===== src/rtl/shc_pkg.sv =====
// Package for the stall homing calibrator: register indexes, reset values,
// phase codes, configuration and result types. No dependencies.
package shc_pkg;

  localparam int TICK_W   = 24;
  localparam int POS_W    = 23;
  localparam int PWR_W    = 7;
  localparam int THR_W    = 23;
  localparam int DRIVE_W  = 8;
  localparam int CFG_IDX_W  = 2;
  localparam int CFG_DATA_W = 24;

  localparam logic [CFG_IDX_W-1:0] REG_INTERVAL  = 2'd0;
  localparam logic [CFG_IDX_W-1:0] REG_TARGET    = 2'd1;
  localparam logic [CFG_IDX_W-1:0] REG_POWER     = 2'd2;
  localparam logic [CFG_IDX_W-1:0] REG_THRESHOLD = 2'd3;

  localparam logic [TICK_W-1:0] INTERVAL_RST  = 24'd1000;
  localparam logic [POS_W-1:0]  TARGET_RST    = 23'd90;
  localparam logic [PWR_W-1:0]  POWER_RST     = 7'd10;
  localparam logic [THR_W-1:0]  THRESHOLD_RST = 23'd1;

  localparam logic [PWR_W-1:0] DRIVE_LIMIT = 7'd100;

  localparam logic [2:0] PH_SETUP   = 3'd0;
  localparam logic [2:0] PH_START   = 3'd1;
  localparam logic [2:0] PH_BACK    = 3'd2;
  localparam logic [2:0] PH_STALLED = 3'd3;
  localparam logic [2:0] PH_FWD     = 3'd4;
  localparam logic [2:0] PH_DONE    = 3'd5;

  typedef struct packed {
    logic [TICK_W-1:0] interval_ticks;
    logic [POS_W-1:0]  target_position;
    logic [PWR_W-1:0]  homing_power;
    logic [THR_W-1:0]  stall_threshold;
  } cfg_t;

  typedef struct packed {
    logic signed [DRIVE_W-1:0] motor_power;
    logic                      brake_on;
    logic                      encoder_reset;
    logic                      tone_pulse;
    logic                      done_res;
  } res_t;

  // drive magnitude limited to DRIVE_LIMIT
  function automatic logic [DRIVE_W-1:0] clamp_mag(input logic [PWR_W-1:0] p);
    logic [PWR_W-1:0] m;
    m = (p > DRIVE_LIMIT) ? DRIVE_LIMIT : p;
    return {1'b0, m};
  endfunction

endpackage


===== src/rtl/shc_ifs.sv =====
// Channel interfaces for the stall homing calibrator: tick input, command
// output and configuration write. Depends on shc_pkg.
interface shc_tick_if #(parameter int COUNT_WIDTH = 24);
  logic                          valid;
  logic                          ready;
  logic signed [COUNT_WIDTH-1:0] encoder_count;
  modport source (output valid, output encoder_count, input ready);
  modport sink (input valid, input encoder_count, output ready);
endinterface

interface shc_cmd_if;
  import shc_pkg::*;
  logic                      valid;
  logic                      ready;
  logic signed [DRIVE_W-1:0] motor_power;
  logic                      brake_on;
  logic                      encoder_reset;
  logic                      tone_pulse;
  logic                      done_res;
  modport source (output valid, output motor_power, output brake_on,
                  output encoder_reset, output tone_pulse, output done_res,
                  input ready);
  modport sink (input valid, input motor_power, input brake_on,
                input encoder_reset, input tone_pulse, input done_res,
                output ready);
endinterface

interface shc_cfg_if;
  import shc_pkg::*;
  logic                  valid;
  logic                  ready;
  logic [CFG_IDX_W-1:0]  index;
  logic [CFG_DATA_W-1:0] data;
  modport source (output valid, output index, output data, input ready);
  modport sink (input valid, input index, input data, output ready);
endinterface


===== src/rtl/shc_cfg.sv =====
// Configuration register file of the stall homing calibrator.
// Depends on shc_pkg.
module shc_cfg
  import shc_pkg::*;
(
  input  logic                  clk,
  input  logic                  rst,
  input  logic                  wr_valid,
  input  logic [CFG_IDX_W-1:0]  wr_index,
  input  logic [CFG_DATA_W-1:0] wr_data,
  output cfg_t                  cfg
);

  always_ff @(posedge clk) begin
    if (rst) begin
      cfg.interval_ticks  <= INTERVAL_RST;
      cfg.target_position <= TARGET_RST;
      cfg.homing_power    <= POWER_RST;
      cfg.stall_threshold <= THRESHOLD_RST;
    end else if (wr_valid) begin
      case (wr_index)
        REG_INTERVAL:  cfg.interval_ticks  <= wr_data[TICK_W-1:0];
        REG_TARGET:    cfg.target_position <= wr_data[POS_W-1:0];
        REG_POWER:     cfg.homing_power    <= wr_data[PWR_W-1:0];
        REG_THRESHOLD: cfg.stall_threshold <= wr_data[THR_W-1:0];
        default: begin
        end
      endcase
    end
  end

endmodule


===== src/rtl/shc_core.sv =====
// Input register, phase state and per-tick update of the stall homing
// calibrator. Depends on shc_pkg.
module shc_core
  import shc_pkg::*;
#(
  parameter int COUNT_WIDTH = 24
) (
  input  logic                          clk,
  input  logic                          rst,
  input  cfg_t                          cfg,
  input  logic                          in_valid,
  input  logic signed [COUNT_WIDTH-1:0] in_count,
  output logic                          in_ready,
  input  logic                          res_free,
  output logic                          res_load,
  output res_t                          res
);

  localparam int DW = (COUNT_WIDTH + 2 > POS_W + 2) ? COUNT_WIDTH + 2 : POS_W + 2;

  logic                          s1_valid;
  logic signed [COUNT_WIDTH-1:0] s1_count;

  logic [2:0]                    phase, phase_next;
  logic [TICK_W-1:0]             elapsed, elapsed_next, elapsed_inc;
  logic signed [COUNT_WIDTH-1:0] prev_count, prev_count_next;
  logic signed [DRIVE_W-1:0]     held_power, held_power_next;
  logic                          held_brake, held_brake_next;

  logic signed [DW-1:0] prev_x, cnt_x, diff, thr_x, tgt_x;
  logic [DRIVE_W-1:0]   mag;
  logic                 enc_rst, tone, done;

  assign res_load = s1_valid && res_free;
  assign in_ready = !s1_valid || res_free;

  always_ff @(posedge clk) begin
    if (rst) begin
      s1_valid <= 1'b0;
    end else if (in_valid && in_ready) begin
      s1_valid <= 1'b1;
    end else if (res_load) begin
      s1_valid <= 1'b0;
    end
  end

  always_ff @(posedge clk) begin
    if (in_valid && in_ready) begin
      s1_count <= in_count;
    end
  end

  always_comb begin
    prev_x = {{(DW-COUNT_WIDTH){prev_count[COUNT_WIDTH-1]}}, prev_count};
    cnt_x  = {{(DW-COUNT_WIDTH){s1_count[COUNT_WIDTH-1]}}, s1_count};
    diff   = prev_x - cnt_x;
    thr_x  = {{(DW-THR_W){1'b0}}, cfg.stall_threshold};
    tgt_x  = {{(DW-POS_W){1'b0}}, cfg.target_position};
    mag    = clamp_mag(cfg.homing_power);
    elapsed_inc = (elapsed != {TICK_W{1'b1}}) ? elapsed + 1'b1 : elapsed;

    phase_next      = phase;
    elapsed_next    = elapsed;
    prev_count_next = prev_count;
    held_power_next = held_power;
    held_brake_next = held_brake;
    enc_rst = 1'b0;
    tone    = 1'b0;
    done    = 1'b0;

    case (phase)
      PH_START: begin
        elapsed_next = '0;
        phase_next   = PH_BACK;
      end
      PH_BACK: begin
        held_power_next = -$signed(mag);
        elapsed_next    = elapsed_inc;
        if (elapsed_inc >= cfg.interval_ticks) begin
          if (diff < thr_x) begin
            phase_next = PH_STALLED;
          end else begin
            prev_count_next = s1_count;
            phase_next      = PH_START;
          end
        end
      end
      PH_STALLED: begin
        tone            = 1'b1;
        held_power_next = '0;
        enc_rst         = 1'b1;
        phase_next      = PH_FWD;
      end
      PH_FWD: begin
        held_power_next = $signed(mag);
        if (cnt_x >= tgt_x) begin
          tone            = 1'b1;
          held_power_next = '0;
          held_brake_next = 1'b1;
          enc_rst         = 1'b1;
          done            = 1'b1;
          phase_next      = PH_DONE;
        end
      end
      PH_DONE: begin
        held_power_next = '0;
        held_brake_next = 1'b1;
        done            = 1'b1;
      end
      default: begin
        elapsed_next = '0;
        enc_rst      = 1'b1;
        phase_next   = PH_START;
      end
    endcase

    res.motor_power   = held_power_next;
    res.brake_on      = held_brake_next;
    res.encoder_reset = enc_rst;
    res.tone_pulse    = tone;
    res.done_res      = done;
  end

  always_ff @(posedge clk) begin
    if (rst) begin
      phase      <= PH_SETUP;
      elapsed    <= '0;
      prev_count <= '0;
      held_power <= '0;
      held_brake <= 1'b0;
    end else if (res_load) begin
      phase      <= phase_next;
      elapsed    <= elapsed_next;
      prev_count <= prev_count_next;
      held_power <= held_power_next;
      held_brake <= held_brake_next;
    end
  end

  a_done_holds: assert property (@(posedge clk) disable iff (rst)
    phase == PH_DONE |=> phase == PH_DONE)
    else $error("done phase left");

  a_done_stopped: assert property (@(posedge clk) disable iff (rst)
    res_load && res.done_res |-> res.brake_on && res.motor_power == 0)
    else $error("done without brake and zero drive");

  a_drive_limit: assert property (@(posedge clk) disable iff (rst)
    res_load |-> res.motor_power <= 8'sd100 && res.motor_power >= -8'sd100)
    else $error("drive out of range");

  a_tone_stops: assert property (@(posedge clk) disable iff (rst)
    res_load && res.tone_pulse |-> res.encoder_reset && res.motor_power == 0)
    else $error("tone without stop and encoder reset");

endmodule


===== src/rtl/shc_out_reg.sv =====
// Result register of the stall homing calibrator; holds one command
// transaction until the sink takes it. Depends on shc_pkg.
module shc_out_reg
  import shc_pkg::*;
(
  input  logic clk,
  input  logic rst,
  input  logic load,
  input  res_t din,
  output logic free,
  output logic out_valid,
  input  logic out_ready,
  output res_t dout
);

  assign free = !out_valid || out_ready;

  always_ff @(posedge clk) begin
    if (rst) begin
      out_valid <= 1'b0;
    end else if (load) begin
      out_valid <= 1'b1;
    end else if (out_ready) begin
      out_valid <= 1'b0;
    end
  end

  always_ff @(posedge clk) begin
    if (load) begin
      dout <= din;
    end
  end

endmodule


===== src/rtl/stall_homing_calibrator.sv =====
// Top level of the stall homing calibrator: config registers, core and
// result register. Depends on shc_pkg, shc_ifs, shc_cfg, shc_core, shc_out_reg.
//
//   channel  dir  payload
//   tick     in   encoder_count
//   cmd      out  motor_power, brake_on, encoder_reset, tone_pulse, done_res
//   cfg      in   index, data (always ready)
//
// One transaction per cycle sustained while cmd is ready; a tick goes through the
// input register, then the result register after the phase update, to cmd.
// rst is synchronous: phase returns to setup, timer and held drive clear,
// config registers take their reset values.
// A stalled cmd holds its result; tick stays ready while the input register
// can drain into the result register.
module stall_homing_calibrator
  import shc_pkg::*;
#(
  parameter int COUNT_WIDTH = 24
) (
  input logic      clk,
  input logic      rst,
  shc_tick_if.sink tick,
  shc_cmd_if.source cmd,
  shc_cfg_if.sink  cfg
);

  cfg_t cfg_regs;
  res_t core_res, out_res;
  logic res_load, res_free;

  assign cfg.ready = 1'b1;

  shc_cfg u_cfg (
    .clk      (clk),
    .rst      (rst),
    .wr_valid (cfg.valid),
    .wr_index (cfg.index),
    .wr_data  (cfg.data),
    .cfg      (cfg_regs)
  );

  shc_core #(.COUNT_WIDTH(COUNT_WIDTH)) u_core (
    .clk      (clk),
    .rst      (rst),
    .cfg      (cfg_regs),
    .in_valid (tick.valid),
    .in_count (tick.encoder_count),
    .in_ready (tick.ready),
    .res_free (res_free),
    .res_load (res_load),
    .res      (core_res)
  );

  shc_out_reg u_out (
    .clk       (clk),
    .rst       (rst),
    .load      (res_load),
    .din       (core_res),
    .free      (res_free),
    .out_valid (cmd.valid),
    .out_ready (cmd.ready),
    .dout      (out_res)
  );

  assign cmd.motor_power   = out_res.motor_power;
  assign cmd.brake_on      = out_res.brake_on;
  assign cmd.encoder_reset = out_res.encoder_reset;
  assign cmd.tone_pulse    = out_res.tone_pulse;
  assign cmd.done_res      = out_res.done_res;

endmodule


===== src/flat_wrapper.sv =====
// flat-port wrapper written by rule: the top's interface ports become plain ports
module stall_homing_calibrator_flat import shc_pkg::*;
#(
  parameter int COUNT_WIDTH = 24
)
  (clk, rst, tick_valid, tick_encoder_count, tick_ready, cmd_valid, cmd_motor_power, cmd_brake_on, cmd_encoder_reset, cmd_tone_pulse, cmd_done_res, cmd_ready, cfg_valid, cfg_index, cfg_data, cfg_ready);
  shc_tick_if #(.COUNT_WIDTH(COUNT_WIDTH)) tick_i ();
  shc_cmd_if cmd_i ();
  shc_cfg_if cfg_i ();
  input logic clk;
  input logic rst;
  input wire logic [$bits(tick_i.valid)-1:0] tick_valid;
  input wire logic [$bits(tick_i.encoder_count)-1:0] tick_encoder_count;
  output wire logic [$bits(tick_i.ready)-1:0] tick_ready;
  output wire logic [$bits(cmd_i.valid)-1:0] cmd_valid;
  output wire logic [$bits(cmd_i.motor_power)-1:0] cmd_motor_power;
  output wire logic [$bits(cmd_i.brake_on)-1:0] cmd_brake_on;
  output wire logic [$bits(cmd_i.encoder_reset)-1:0] cmd_encoder_reset;
  output wire logic [$bits(cmd_i.tone_pulse)-1:0] cmd_tone_pulse;
  output wire logic [$bits(cmd_i.done_res)-1:0] cmd_done_res;
  input wire logic [$bits(cmd_i.ready)-1:0] cmd_ready;
  input wire logic [$bits(cfg_i.valid)-1:0] cfg_valid;
  input wire logic [$bits(cfg_i.index)-1:0] cfg_index;
  input wire logic [$bits(cfg_i.data)-1:0] cfg_data;
  output wire logic [$bits(cfg_i.ready)-1:0] cfg_ready;
  assign tick_i.valid = tick_valid;
  assign tick_i.encoder_count = tick_encoder_count;
  assign tick_ready = tick_i.ready;
  assign cmd_valid = cmd_i.valid;
  assign cmd_motor_power = cmd_i.motor_power;
  assign cmd_brake_on = cmd_i.brake_on;
  assign cmd_encoder_reset = cmd_i.encoder_reset;
  assign cmd_tone_pulse = cmd_i.tone_pulse;
  assign cmd_done_res = cmd_i.done_res;
  assign cmd_i.ready = cmd_ready;
  assign cfg_i.valid = cfg_valid;
  assign cfg_i.index = cfg_index;
  assign cfg_i.data = cfg_data;
  assign cfg_ready = cfg_i.ready;
  stall_homing_calibrator #(.COUNT_WIDTH(COUNT_WIDTH)) u_core (.clk(clk), .rst(rst), .tick(tick_i), .cmd(cmd_i), .cfg(cfg_i));
endmodule

===== config.mk =====
export PLATFORM = sky130hd
export DESIGN_NAME = stall_homing_calibrator_flat
export DESIGN_NICKNAME = d
export VERILOG_FILES = /design/src/rtl/shc_pkg.sv /design/src/rtl/shc_ifs.sv /design/src/rtl/shc_cfg.sv /design/src/rtl/shc_core.sv /design/src/rtl/shc_out_reg.sv /design/src/rtl/stall_homing_calibrator.sv /design/src/flat_wrapper.sv
export SDC_FILE = /design/constraint.sdc
export NUM_CORES = 1
export LEC_CHECK = 0
export BUFFER_PORTS_ARGS = -buffer_cell sky130_fd_sc_hd__buf_2
export CORE_MARGIN = 8
export CORE_UTILIZATION = 45
export CTS_CLUSTER_DIAMETER = 100
export CTS_CLUSTER_SIZE = 14
export DETAILED_ROUTE_END_ITERATION = 6
export HOLD_SLACK_MARGIN = 0.08
export PLACE_DENSITY = 0.72
export RECOVER_POWER = 50
export SYNTH_ARGS = -nofsm -noshare
export SYNTH_HDL_FRONTEND = slang
export SYNTH_SLANG_ARGS = --single-unit

===== constraint.sdc =====
create_clock -name clk -period 7.3 [get_ports clk]
set_clock_uncertainty 0.05 [all_clocks]
set_input_delay 1.095 -clock clk [delete_from_list [all_inputs] [get_ports clk]]
set_output_delay 1.095 -clock clk [all_outputs]
set_load 0.02 [all_outputs]

==> results.md, run 1 <==
- Outcome: complete, but fails checks
- Failing checks: capacitance limit, slew limit
- Worst path slowest cell: a211oi_4
- Clock group share of total power: approximately two fifths
- CP Max Fanout: 13
- Final setup viols: 0
- Sequential power share: 47.4%
- Total I/O pin count: 70
- Via count: about 8900
- Top-area cell type share of the netlist area: a little over a quarter
- Worst path most repeated cell: ha_1
- CP startpoint kind: flip-flop
- Avg Inst Size Synth: approximately 8.3 um2
- Mapped Area: 0.0105 mm2
- Peak VDD IR: between 0.00015 and 0.0002 V
- CTS H-Tree Depth: 4
- Worst skew pair latency: between 0.4 and 0.5 ns
- # fillers: approximately 2200
- Synth Warn #: 0
- Placed insts: about 1600
- Slew @ Worst Pin: roughly 1.6 ns
- Crit path kind: reg -> reg
- Flops & latches, synth: 175
- Clock Sinks: 175
- CP Cell Sequence: ha_1, fa_1, nor2b_1, o31a_1, o21ai_0, a21boi_1, o211ai_1, and4_1, a211oi_1, ha_1, nand4_1, a2111o_1, o2bb2ai_1, a22oi_1, o221ai_2, a211oi_4, buf_4, mux2i_1
- Reg area: roughly 0.0039 mm2
- GR Overflow Total: 0
- HP Class: reg -> reg
- Count leader, synth: nand2_1
- Worst Hold Depth: 2
- CTS Buf Count: 17
- Min Tclk post-route: 5.38 ns
- Initial Utilization: 46.0%
- Reg2reg path depth: 18
- Max-slew violation count: 57
- # hold bufs at CTS: 0
- Pin count of the biggest net entering global routing: about 130
- Total GRT Usage: about 19%
- R2R Setup Slk: around 1.9 ns
- DR vias/cell: 5.58
- Antenna violations before repair: 0
- Non-filler instance count after layout: ~1600
- F_max: approximately 0.19 GHz
- Die width: 168 um
- Vert. Die Dim: around 170 um
- Routed Antenna Nets: 0
- Net Sw Frac: about 28%
- Top post-synthesis cells by count: 193 x nand2_1, 139 x dfxtp_1, 119 x inv_1
- RSZ-0062 raised after global routing: false
- Die area: 0.0284 mm2
- CP Capture Type: flip-flop
- Distinct cells, synth: between 70 and 80
- First-pass iteration count of the detailed router: 5
- Row Count: 55
- Reg2reg end: u_core.u_core.prev_count[0]
- Power Density: between 150 and 200 mW/mm2
- Hold Violations, Final: 0
- Number of global-route vias before repair: around 8700
- Clk buf depth: 2
- Slew headroom: -3.72%
- Worst hold path startpoint: u_core.u_cfg.cfg[35]
- Area grow syn2layout: 10.2%
- DP Area: between 0.01 and 0.015 mm2
- Setup_tns: 0 ns
- CTS tree: done
- Clock tree root buffer cell: clkbuf_16
- Max_cap viols: 2
- Static Leakage: 0.00470 uW
- Final Util: between 50 and 60%
- Cts repair resizes: 0
- CP peak stage delay: approximately 0.85 ns
- WL final: around 26000 um
- Post-CTS setup buffers: 0
- Power Internal: ~1600 uW
- Layout cells sized above 1: around 8.3%
- Initial DRC count: 557
- Synth top area cells: dfxtp_1 27%, ha_1 11%, edfxtp_1 10%, nand2_1 6.9%, a21oi_1 5.3%
- Final Cycle Share: 73.8%
- Clk slew on worst S/H paths: about 0.07 ns
- Synth async-reset ratio: 0%
- DRC Markers: 0
- Post-synth EDFFs: 36
- Design area: ~0.012 mm2
- Syn Nets: ~1400
- Worst Path Arrival: between 5 and 6 ns
- Core area: ~0.023 mm2
- Synth area leader: dfxtp_1
- Post-layout net count: roughly 1400
- RR Startpoint: u_core.u_core.s1_count[0]
- Final Wtd Congestion: 0.928
- Ant diodes: 0
- Logic pwr share: a little over a tenth
- Sequential element share of the synthesized area: 37.0%
- Wire length per cell: ~16 um
- Detail Placement HPWL: roughly 20000 um
- Multi-input gate area: 0.00589 mm2
- IO buf count: 68
- Hold endpoint: u_core.u_cfg.cfg[35]
- Worst Path Required: between 7 and 8 ns
- Main flop type after synthesis: dfxtp_1
- Switching power: approximately 620 uW
- Post-Syn Instances: about 1300
- First-pass GRT wire length: about 43000 um
[critical path, delay by kind of cell, from the launching register on]
family / cells / cell delay [ns]
simple gates: 3 / 0.52
buf+inv: 1 / 0.41
compound gates: 10 / 2.79
fa+ha+maj: 3 / 0.85
flops: 1 / 0.44
mux: 1 / 0.23
[layout by cell type (no fill, tap or decap), types with 10 or more instances in the layout]
cell type | netlist | routed
o21a_1 | 11 | 11
a21o_1 | 14 | 14
clkbuf_16 | 0 | 17
inv_1 | 119 | 119
xor2_1 | 12 | 12
o21ai_1 | 14 | 14
buf_2 | 2 | 52
a21oi_1 | 110 | 110
xnor2_1 | 27 | 27
o211ai_1 | 10 | 10
and3_1 | 11 | 11
nor2_1 | 82 | 82
a211oi_1 | 10 | 10
nand2b_1 | 55 | 55
nand3_1 | 29 | 29
a211o_1 | 11 | 11
edfxtp_1 | 36 | 36
ha_1 | 95 | 95
nand4_1 | 15 | 15
dfxtp_1 | 139 | 139
o21ai_0 | 29 | 29
mux2i_1 | 30 | 30
nor3_1 | 21 | 21
clkbuf_1 | 42 | 18
nand2_1 | 193 | 193
[how the worst max path moves through the flow]
stage,from,to,slack [ns],cells past startpoint
final,u_core.u_core.s1_count[0],u_core.u_core.prev_count[0],1.92,18
after global routing,u_core.u_core.s1_count[0],u_core.u_core.prev_count[1],1.57,18
after CTS,u_core.u_core.s1_count[0],u_core.u_core.prev_count[0],1.99,18
after detailed placement,u_core.u_core.s1_count[0],u_core.u_core.prev_count[1],2.05,18
after global placement,u_core.u_core.s1_count[4],u_core.u_core.prev_count[1],2.30,18
after floorplan,u_core.u_core.s1_count[0],u_core.u_core.prev_count[10],3.15,18
[power by group through the flow]
stage | clock [uW] | combinational [uW] | sequential, uW
after global placement | 0 | 233 | 1060
after floorplan | 0 | 163 | 1060
after detailed placement | 0 | 239 | 1060
after CTS | 926 | 241 | 1040
after global routing | 964 | 270 | 1040
final | 915 | 240 | 1040
[registers in the layout, summed over array words and instances, names as in the netlist]
| register | flops |
|---|---|
| u_core.u_core.held_brake | 1 |
| u_core.u_cfg.cfg | 77 |
| u_core.u_core.s1_count | 24 |
| u_core.u_core.elapsed | 24 |
| u_core.u_core.prev_count | 24 |
| u_core.u_core.s1_valid | 1 |
| u_core.u_core.held_power | 8 |
| u_core.u_out.out_valid | 1 |
| u_core.u_core.phase | 3 |
| u_core.u_out.dout | 12 |
[per-stage QoR]
| stage | hold WS, ns | power, uW | setup WS, ns |
|---|---|---|---|
| 2_1_floorplan | 0.372 | 1220 | 3.15 |
| 3_3_place_gp | 0.387 | 1290 | 2.30 |
| 3_5_place_dp | 0.393 | 1300 | 2.05 |
| 4_1_cts | 0.408 | 2210 | 1.99 |
| 5_1_grt | 0.423 | 2280 | 1.57 |
| 6_report | 0.407 | 2190 | 1.92 |
[layer usage]
layer / global-route usage [%] / vias to the layer above / routed length, um
li1: - / 4429 / -
met3: 2.57 / 45 / 1080
met5: 0 / - / 0
met2: 31.9 / 206 / 12800
met1: 22.8 / 4192 / 11600
met4: 8.15 / 0 / 727
[cell type report]
class	instances	share of cell area (%)
multi-input cells	904	51.1
flip-flops and latches	175	33.5
inverters	120	3.91
clock buffers	17	3.69
repair buffers	75	3.17
well taps	285	3.09
clock inverters	15	1.47
[cells by family (layout without fill, tap and decap cells)]
logic type / after synthesis / count (layout) / synth area share (%)
other: 1 / 1 / 0.0359
adders and majority gates: 96 / 96 / 11.6
xor gates and xnor gates: 39 / 39 / 3.27
buffers and inverters: 175 / 227 / 6.77
AOI/OAI and AO/OA: 289 / 289 / 18.5
muxes: 30 / 30 / 2.87
DFF: 175 / 175 / 37.0
and+or+nand+nor: 449 / 449 / 20.1
(Power assumes the default switching activity.)
==> inputs of run 2 (changes only) <==
--- a/config.mk
+++ b/config.mk
@@ -12,7 +12,7 @@
 export CTS_CLUSTER_SIZE = 14
 export DETAILED_ROUTE_END_ITERATION = 6
 export HOLD_SLACK_MARGIN = 0.08
-export PLACE_DENSITY = 0.72
+export PLACE_DENSITY = 0.75
 export RECOVER_POWER = 50
 export SYNTH_ARGS = -nofsm -noshare
 export SYNTH_HDL_FRONTEND = slang
==> constraint.sdc (replaced) <==
create_clock -name clk -period 4.42 [get_ports clk]
set_clock_uncertainty 0.05 [all_clocks]
set_input_delay 0.663 -clock clk [delete_from_list [all_inputs] [get_ports clk]]
set_output_delay 0.663 -clock clk [all_outputs]
set_load 0.02 [all_outputs]
==> run 2 against run 1 <==
Effect of this change:
- the run still ends with capacitance limit, slew limit left
- total power up 68%
- combinational power up 74%
- sequential share of layout area down 1.4 points
- first-iteration DRC count up 16%
- non-clock buffer count up 30
- register-to-register slack worse by 1.9 ns
- hold slack worse by 0.062 ns
- critical path type unchanged
- largest cell class unchanged
- highest routed layer unchanged
==> results.md, run 2 (same netlist as run 1, synthesis figures left out) <==
- CP Cell Sequence: ha_2, fa_2, nor2b_2, o31a_1, o21ai_2, a21boi_2, o21a_1, o21a_1, o211ai_1, ha_1, nand2_1, a2111o_1, o2bb2ai_1, a22oi_2, o221ai_2, a211oi_4, buf_6, buf_16, mux2i_1
- Clk buf depth: 2 (unchanged)
- Layout cells sized above 1: 12.7% (+4.5 points)
- Final Wtd Congestion: 0.899 (-3.1%)
- Die area: 0.0284 mm2 (unchanged)
- Commonest non-fill, non-tap cell in the layout: nand2_1
- Initial DRC count: 644 (+16%)
- Crit path kind: reg -> reg
- Outcome: complete, but fails checks
- Area grow syn2layout: 15.0%
- WL met2: 13200 um (+2.7%)
- Max layer used: met4
- Slew headroom: -4.96% (-1.2 points)
- RSZ-0062 raised after global routing: true
- CP peak stage delay: 0.41 ns (-0.44 ns)
- WL final: 26600 um (+1.4%)
- Pin count of the biggest net entering global routing: 92 (-28%)
- Worst path most repeated cell: o21a_1
- Post-layout net count: 1474 (+2.1%)
- Ant diodes: 0 (unchanged)
- Hold Violations, Final: 0 (unchanged)
- First-pass iteration count of the detailed router: 5 (unchanged)
- Core area: 0.0227 mm2 (unchanged)
- Commonest non-fill, non-tap cells in the layout: 193 x nand2_1, 139 x dfxtp_1, 117 x inv_1, 108 x a21oi_1, 84 x ha_1
- Max-slew violation count: 32 (-44%)
- Final setup viols: 0 (unchanged)
- Routed Antenna Nets: 0 (unchanged)
- Wire length per cell: 16.4 um (-0.50%)
- Slew @ Worst Pin: 1.57 ns (+0.0185 ns)
- CP Max Fanout: 5 (-8)
- DRC Markers: 0 (unchanged)
- GR Overflow Total: 0 (unchanged)
- HP Class: in -> reg
- WL met1: 11700 um (+0.61%)
- Worst Path Arrival: 4.72 ns (-0.97 ns)
- First-pass GRT wire length: 41800 um (-2.5%)
- Die width: 168 um (unchanged)
- CP startpoint kind: flip-flop
- Worst skew pair latency: 0.44 ns (about the same)
- Number of global-route vias before repair: 8644 (-0.67%)
- Vert. Die Dim: 168 um (unchanged)
- CTS H-Tree Depth: 4 (unchanged)
- Static Leakage: 0.00489 uW (+3.9%)
- F_max: 0.227 GHz (+22%)
- Via count: 9010 (+1.6%)
- Total design power: 3680 uW (+68%)
- Max reg flops: 77 (unchanged)
- Max_cap viols: 1 (-1)
- Row Count: 55 (unchanged)
- Fin Hold WS: 0.345 ns (-0.0623 ns)
- CTS Buf Count: 17 (unchanged)
- Initial Utilization: 46.0% (unchanged)
- Antenna violations before repair: 0 (unchanged)
- Met3 wire length: 894 um (-17%)
- Failing checks: capacitance limit, slew limit
- DR vias/cell: 5.56 (-0.32%)
- Clock tree root buffer cell: clkbuf_16
- Worst path slowest cell: edfxtp_1
- # hold bufs at CTS: 0 (unchanged)
- Clk slew on worst S/H paths: 0.07 ns (about the same)
- Peak VDD IR: 0.000309 V (+92%)
- Power Density: 306 mW/mm2 (+61%)
- CP Capture Type: flip-flop
- Total GRT Usage: 18.1% (-0.44 points)
- Total I/O pin count: 70 (unchanged)
- Final Cycle Share: 99.8% (+26 points)
- CTS tree: done
- Detail Placement HPWL: 19200 um (-2.9%)
- Worst Path Required: 4.73 ns (-2.88 ns)
- Min Tclk post-route: 4.41 ns (-0.974 ns)
- Clock Sinks: 175 (unchanged)
- Top reg by flops: u_core.u_cfg.cfg
- IO buf count: 68 (unchanged)
run 2: cell count changes in the layout (fill, tap and decap cells not counted), moves of 3 or more:
| cell | previous run | this run |
|---|---|---|
| buf_4 | 5 | 32 |
| ha_1 | 95 | 84 |
| ha_2 | 0 | 7 |
| clkinv_4 | 4 | 0 |
| ha_4 | 0 | 4 |
| o21ai_2 | 0 | 4 |
| clkinvlp_4 | 0 | 3 |
| o21ai_1 | 14 | 11 |
run 2: what timing repair did:
action / 4_1_cts / 5_1_grt
cloned: 1 / 1
endpoints found under the setup margin: 24 / 25
pin swaps: 10 / 25
gates resized for setup: 7 / 37
buffers inserted: 13 / 5
run 2: final timing paths:
path	from	end	slack, ns	cells past startpoint
setup / recovery	u_core.u_core.s1_count[0]	u_core.u_core.prev_count[7]	0.01	19
hold / removal	tick_encoder_count[21]	u_core.u_core.s1_count[21]	0.34	1
setup reg to reg	u_core.u_core.s1_count[0]	u_core.u_core.prev_count[7]	0.01	19
hold reg to reg	u_core.u_cfg.cfg[17]	u_core.u_cfg.cfg[17]	0.41	2
run 2: per-layer routing:
layer	GRT usage [%]	vias to the layer above
met1	21.9	4254
met2	31.6	208
met3	2.90	53
met4	7.34	0
li1	-	4495
met5	0	-
run 2: power by group:
group          leakage, uW  internal [uW]  switching [uW]  total (uW)
Sequential         0.00148           1680            35.1        1720
Combinational      0.00312            161             258         418
Clock             0.000290            817             730        1550
Total              0.00489           2660            1020        3680
run 2: area by class of cell:
class / instances / area (um2)
fillers: 2041 / 10700
multi-input cells: 904 / 6090
flip-flops and latches: 175 / 3860
repair buffers: 105 / 653
inverters: 120 / 450
clock buffers: 17 / 425
well taps: 285 / 357
clock inverters: 15 / 189
run 2: critical path: cells and delay by family, from the launching register on:
family / cells / cell delay (ns)
flip-flops: 1 / 0.41
buffers and inverters: 2 / 0.29
adder cells (fa/ha/maj): 3 / 0.92
multiplexers: 1 / 0.20
AO/OA/AOI/OAI: 11 / 2.26
AND/OR/NAND/NOR: 2 / 0.22
run 2: through the flow:
stage	utilization, %	worst slack (ns)	instances	instance area (um2)	TNS, ns
2_1_floorplan	-	0.269	1254	10500	0
3_3_place_gp	48.7	0.132	1570	11100	0
3_5_place_dp	48.7	-0.00913	1570	11100	-0.00913
4_1_cts	52.1	0.0227	1616	11800	0
5_1_grt	53.0	-0.121	1621	12000	-2.30
6_report	53.0	0.00975	1621	12000	0
==> inputs of run 3 (changes only) <==
--- a/config.mk
+++ b/config.mk
@@ -12,7 +12,7 @@
 export CTS_CLUSTER_SIZE = 14
 export DETAILED_ROUTE_END_ITERATION = 6
 export HOLD_SLACK_MARGIN = 0.08
-export PLACE_DENSITY = 0.75
+export PLACE_DENSITY = 0.64
 export RECOVER_POWER = 50
 export SYNTH_ARGS = -nofsm -noshare
 export SYNTH_HDL_FRONTEND = slang
==> run 3 against run 2 <==
Effect of this change:
- final area hardly changed
- critical path depth rose by 1
- sequential power about the same
- fmax rose by 1.8%
- critical endpoint is now u_core.u_core.prev_count[0]
- count of clock-buffer cells in the layout grew 6
- largest cell class unchanged
- the flow still finishes with violations (capacitance limit, slew limit)
- combinational power up 1%
- sequential share of layout area hardly changed
- hold slack improved by 0.015 ns
==> results.md, run 3 (same netlist as run 1, synthesis figures left out) <==
- Ant diodes: 0 (unchanged)
- Max layer used: met4
- Worst path slowest cell: edfxtp_1
- Crit path to: u_core.u_core.prev_count[0]
- IO buf count: 68 (unchanged)
- CTS Buf Count: 17 (unchanged)
- WL met1: 12800 um (+9.9%)
- CTS tree: done
- Antenna violations before repair: 0 (unchanged)
- Non-filler instance count after layout: 1621 (unchanged)
- Die width: 168 um (unchanged)
- Setup_tns: 0 ns (unchanged)
- Die area: 0.0284 mm2 (unchanged)
- Initial Utilization: 46.0% (unchanged)
- Worst skew pair latency: 0.42 ns (-0.02 ns)
- Setup crit start: u_core.u_core.s1_count[0]
- Top reg by flops: u_core.u_cfg.cfg
- WL met2: 12400 um (-5.5%)
- Max reg flops: 77 (unchanged)
- Core area: 0.0227 mm2 (unchanged)
- Via count: 8909 (-1.1%)
- # fillers: 2146 (+5.1%)
- Area grow syn2layout: 15.1% (about the same)
- Total I/O pin count: 70 (unchanged)
- F_max: 0.231 GHz (+1.8%)
- Worst Path Required: 4.72 ns (about the same)
- Initial DRC count: 579 (-10%)
- Worst path most repeated cell: o21a_1
- Clk buf depth: 2 (unchanged)
- Number of global-route vias before repair: 8517 (-1.5%)
- CP Depth: 20 (+1)
- Routed Antenna Nets: 0 (unchanged)
- Failing checks: capacitance limit, slew limit
- Reg2reg path depth: 20 (+1)
- Placed insts: 1580 (+0.64%)
- RSZ-0062 raised after global routing: true
- Total GRT Usage: 18.9% (+0.75 points)
- Slew headroom: -90.0% (-85 points)
- Hold Violations, Final: 0 (unchanged)
- CTS H-Tree Depth: 4 (unchanged)
- Outcome: complete, but fails checks
- Max_cap viols: 2 (+1)
- Row Count: 55 (unchanged)
- First-pass GRT wire length: 43200 um (+3.3%)
- Final Util: 53.0% (about the same)
- Met3 wire length: 1160 um (+30%)
- Worst Path Arrival: 4.64 ns (-0.08 ns)
- Clock Sinks: 175 (unchanged)
- Commonest non-fill, non-tap cells in the layout: 193 x nand2_1, 139 x dfxtp_1, 118 x inv_1, 109 x a21oi_1, 87 x ha_1
- Power Density: 312 mW/mm2 (+1.7%)
- Peak VDD IR: 0.000260 V (-16%)
- CP Cell Sequence: ha_2, fa_2, nor2b_2, o31a_1, o21ai_2, a21boi_2, o21a_1, o21a_1, o211ai_1, ha_1, nand2_1, a2111o_1, o2bb2ai_2, a22oi_2, buf_4, o21ai_4, a211oi_4, buf_6, clkbuf_16, mux2i_1
- Pin count of the biggest net entering global routing: 67 (-27%)
- Final Wtd Congestion: 0.895 (-0.47%)
- Static Leakage: 0.00491 uW (+0.56%)
- Vert. Die Dim: 168 um (unchanged)
- Commonest non-fill, non-tap cell in the layout: nand2_1
- RR Startpoint: u_core.u_core.s1_count[0]
- Reg2reg end: u_core.u_core.prev_count[0]
- Final setup viols: 0 (unchanged)
- Post-layout net count: 1474 (unchanged)
- CP Capture Type: flip-flop
- WL final: 27100 um (+2.1%)
- CP Max Fanout: 6 (+1)
- Clk slew on worst S/H paths: 0.07 ns (about the same)
- Detail Placement HPWL: 19700 um (+3.0%)
- R2R Setup Slk: 0.09 ns (+0.08 ns)
- Wire length per cell: 16.7 um (+2.1%)
- HP Class: in -> reg
- CP bufs+invs: 3 (+1)
- GR Overflow Total: 0 (unchanged)
- Slew @ Worst Pin: 2.85 ns (+1.28 ns)
- Layout cells sized above 1: 12.7% (unchanged)
- Final Cycle Share: 98.1% (-1.7 points)
- CP peak stage delay: 0.40 ns (about the same)
- DR vias/cell: 5.50 (-1.1%)
- Max-slew violation count: 91 (+180%)
- CP top delay family: compound AO/OA/AOI/OAI gates
- Crit path kind: reg -> reg
- DP Area: 0.0111 mm2 (+0.57%)
- DRC Markers: 0 (unchanged)
- Design area: 0.0120 mm2 (about the same)
- Clock tree root buffer cell: clkbuf_16
- Min Tclk post-route: 4.33 ns (-0.0763 ns)
- First-pass iteration count of the detailed router: 5 (unchanged)
- CP startpoint kind: flip-flop
- Fin Hold WS: 0.360 ns (+0.0150 ns)
==> run 3: per-layer routing <==
layer | up-vias | track usage (%)
li1 | 4502 | -
met1 | 4181 | 24.6
met2 | 188 | 30.4
met3 | 38 | 3.86
met4 | 0 | 7.18
met5 | - | 0
==> run 3: how the worst min path moves through the flow <==
| stage | start | slack (ns) | cells past startpoint | end |
|---|---|---|---|---|
| 6_report | tick_encoder_count[7] | 0.36 | 1 | u_core.u_core.s1_count[7] |
| 3_5_place_dp | u_core.u_core.held_brake | 0.39 | 2 | u_core.u_core.held_brake |
| 2_1_floorplan | u_core.u_core.held_brake | 0.37 | 2 | u_core.u_core.held_brake |
| 4_1_cts | tick_encoder_count[3] | 0.34 | 1 | u_core.u_core.s1_count[3] |
| 5_1_grt | tick_encoder_count[6] | 0.34 | 1 | u_core.u_core.s1_count[6] |
| 3_3_place_gp | u_core.u_core.held_brake | 0.38 | 2 | u_core.u_core.held_brake |
==> run 3: layout make-up <==
type	instances	area (um2)	share of cell area (%)
Timing Repair Buffer	105	639	5.31
Clock inverter	9	118	0.977
Sequential cell	175	3860	32.1
Clock buffer	23	512	4.25
Inverter	120	450	3.74
Multi-Input combinational cell	904	6090	50.6
Tap cell	285	357	2.96
==> run 3: what timing repair did <==
item                       in CTS  in global routing
gates cloned                    1                  1
pin swaps                       2                 20
hold buffers                    0                  0
gates resized for setup         2                 36
setup endpoints to repair      24                 25
buffers inserted                3                  5
==> run 3: worst register-to-register path: cells and delay by family (launching register included) <==
family / cells / cell delay, ns
flip-flops: 1 / 0.40
multiplexers: 1 / 0.19
AO/OA/AOI/OAI: 11 / 2.05
AND/OR/NAND/NOR: 2 / 0.19
buffers and inverters: 3 / 0.50
adder cells (fa/ha/maj): 3 / 0.87
==> run 3: metrics by stage <==
step	power (uW)	setup slack [ns]
6_report	3750	0.0860
4_1_cts	3760	-0.0123
5_1_grt	3890	-0.0965
3_5_place_dp	2150	-0.117
2_1_floorplan	2020	0.269
3_3_place_gp	2150	0.0707
==> run 3: power by group <==
part | switching [uW] | internal (uW) | leakage (uW)
registers | 35.6 | 1680 | 0.00148
clock network | 662 | 945 | 0.000305
logic | 258 | 166 | 0.00313
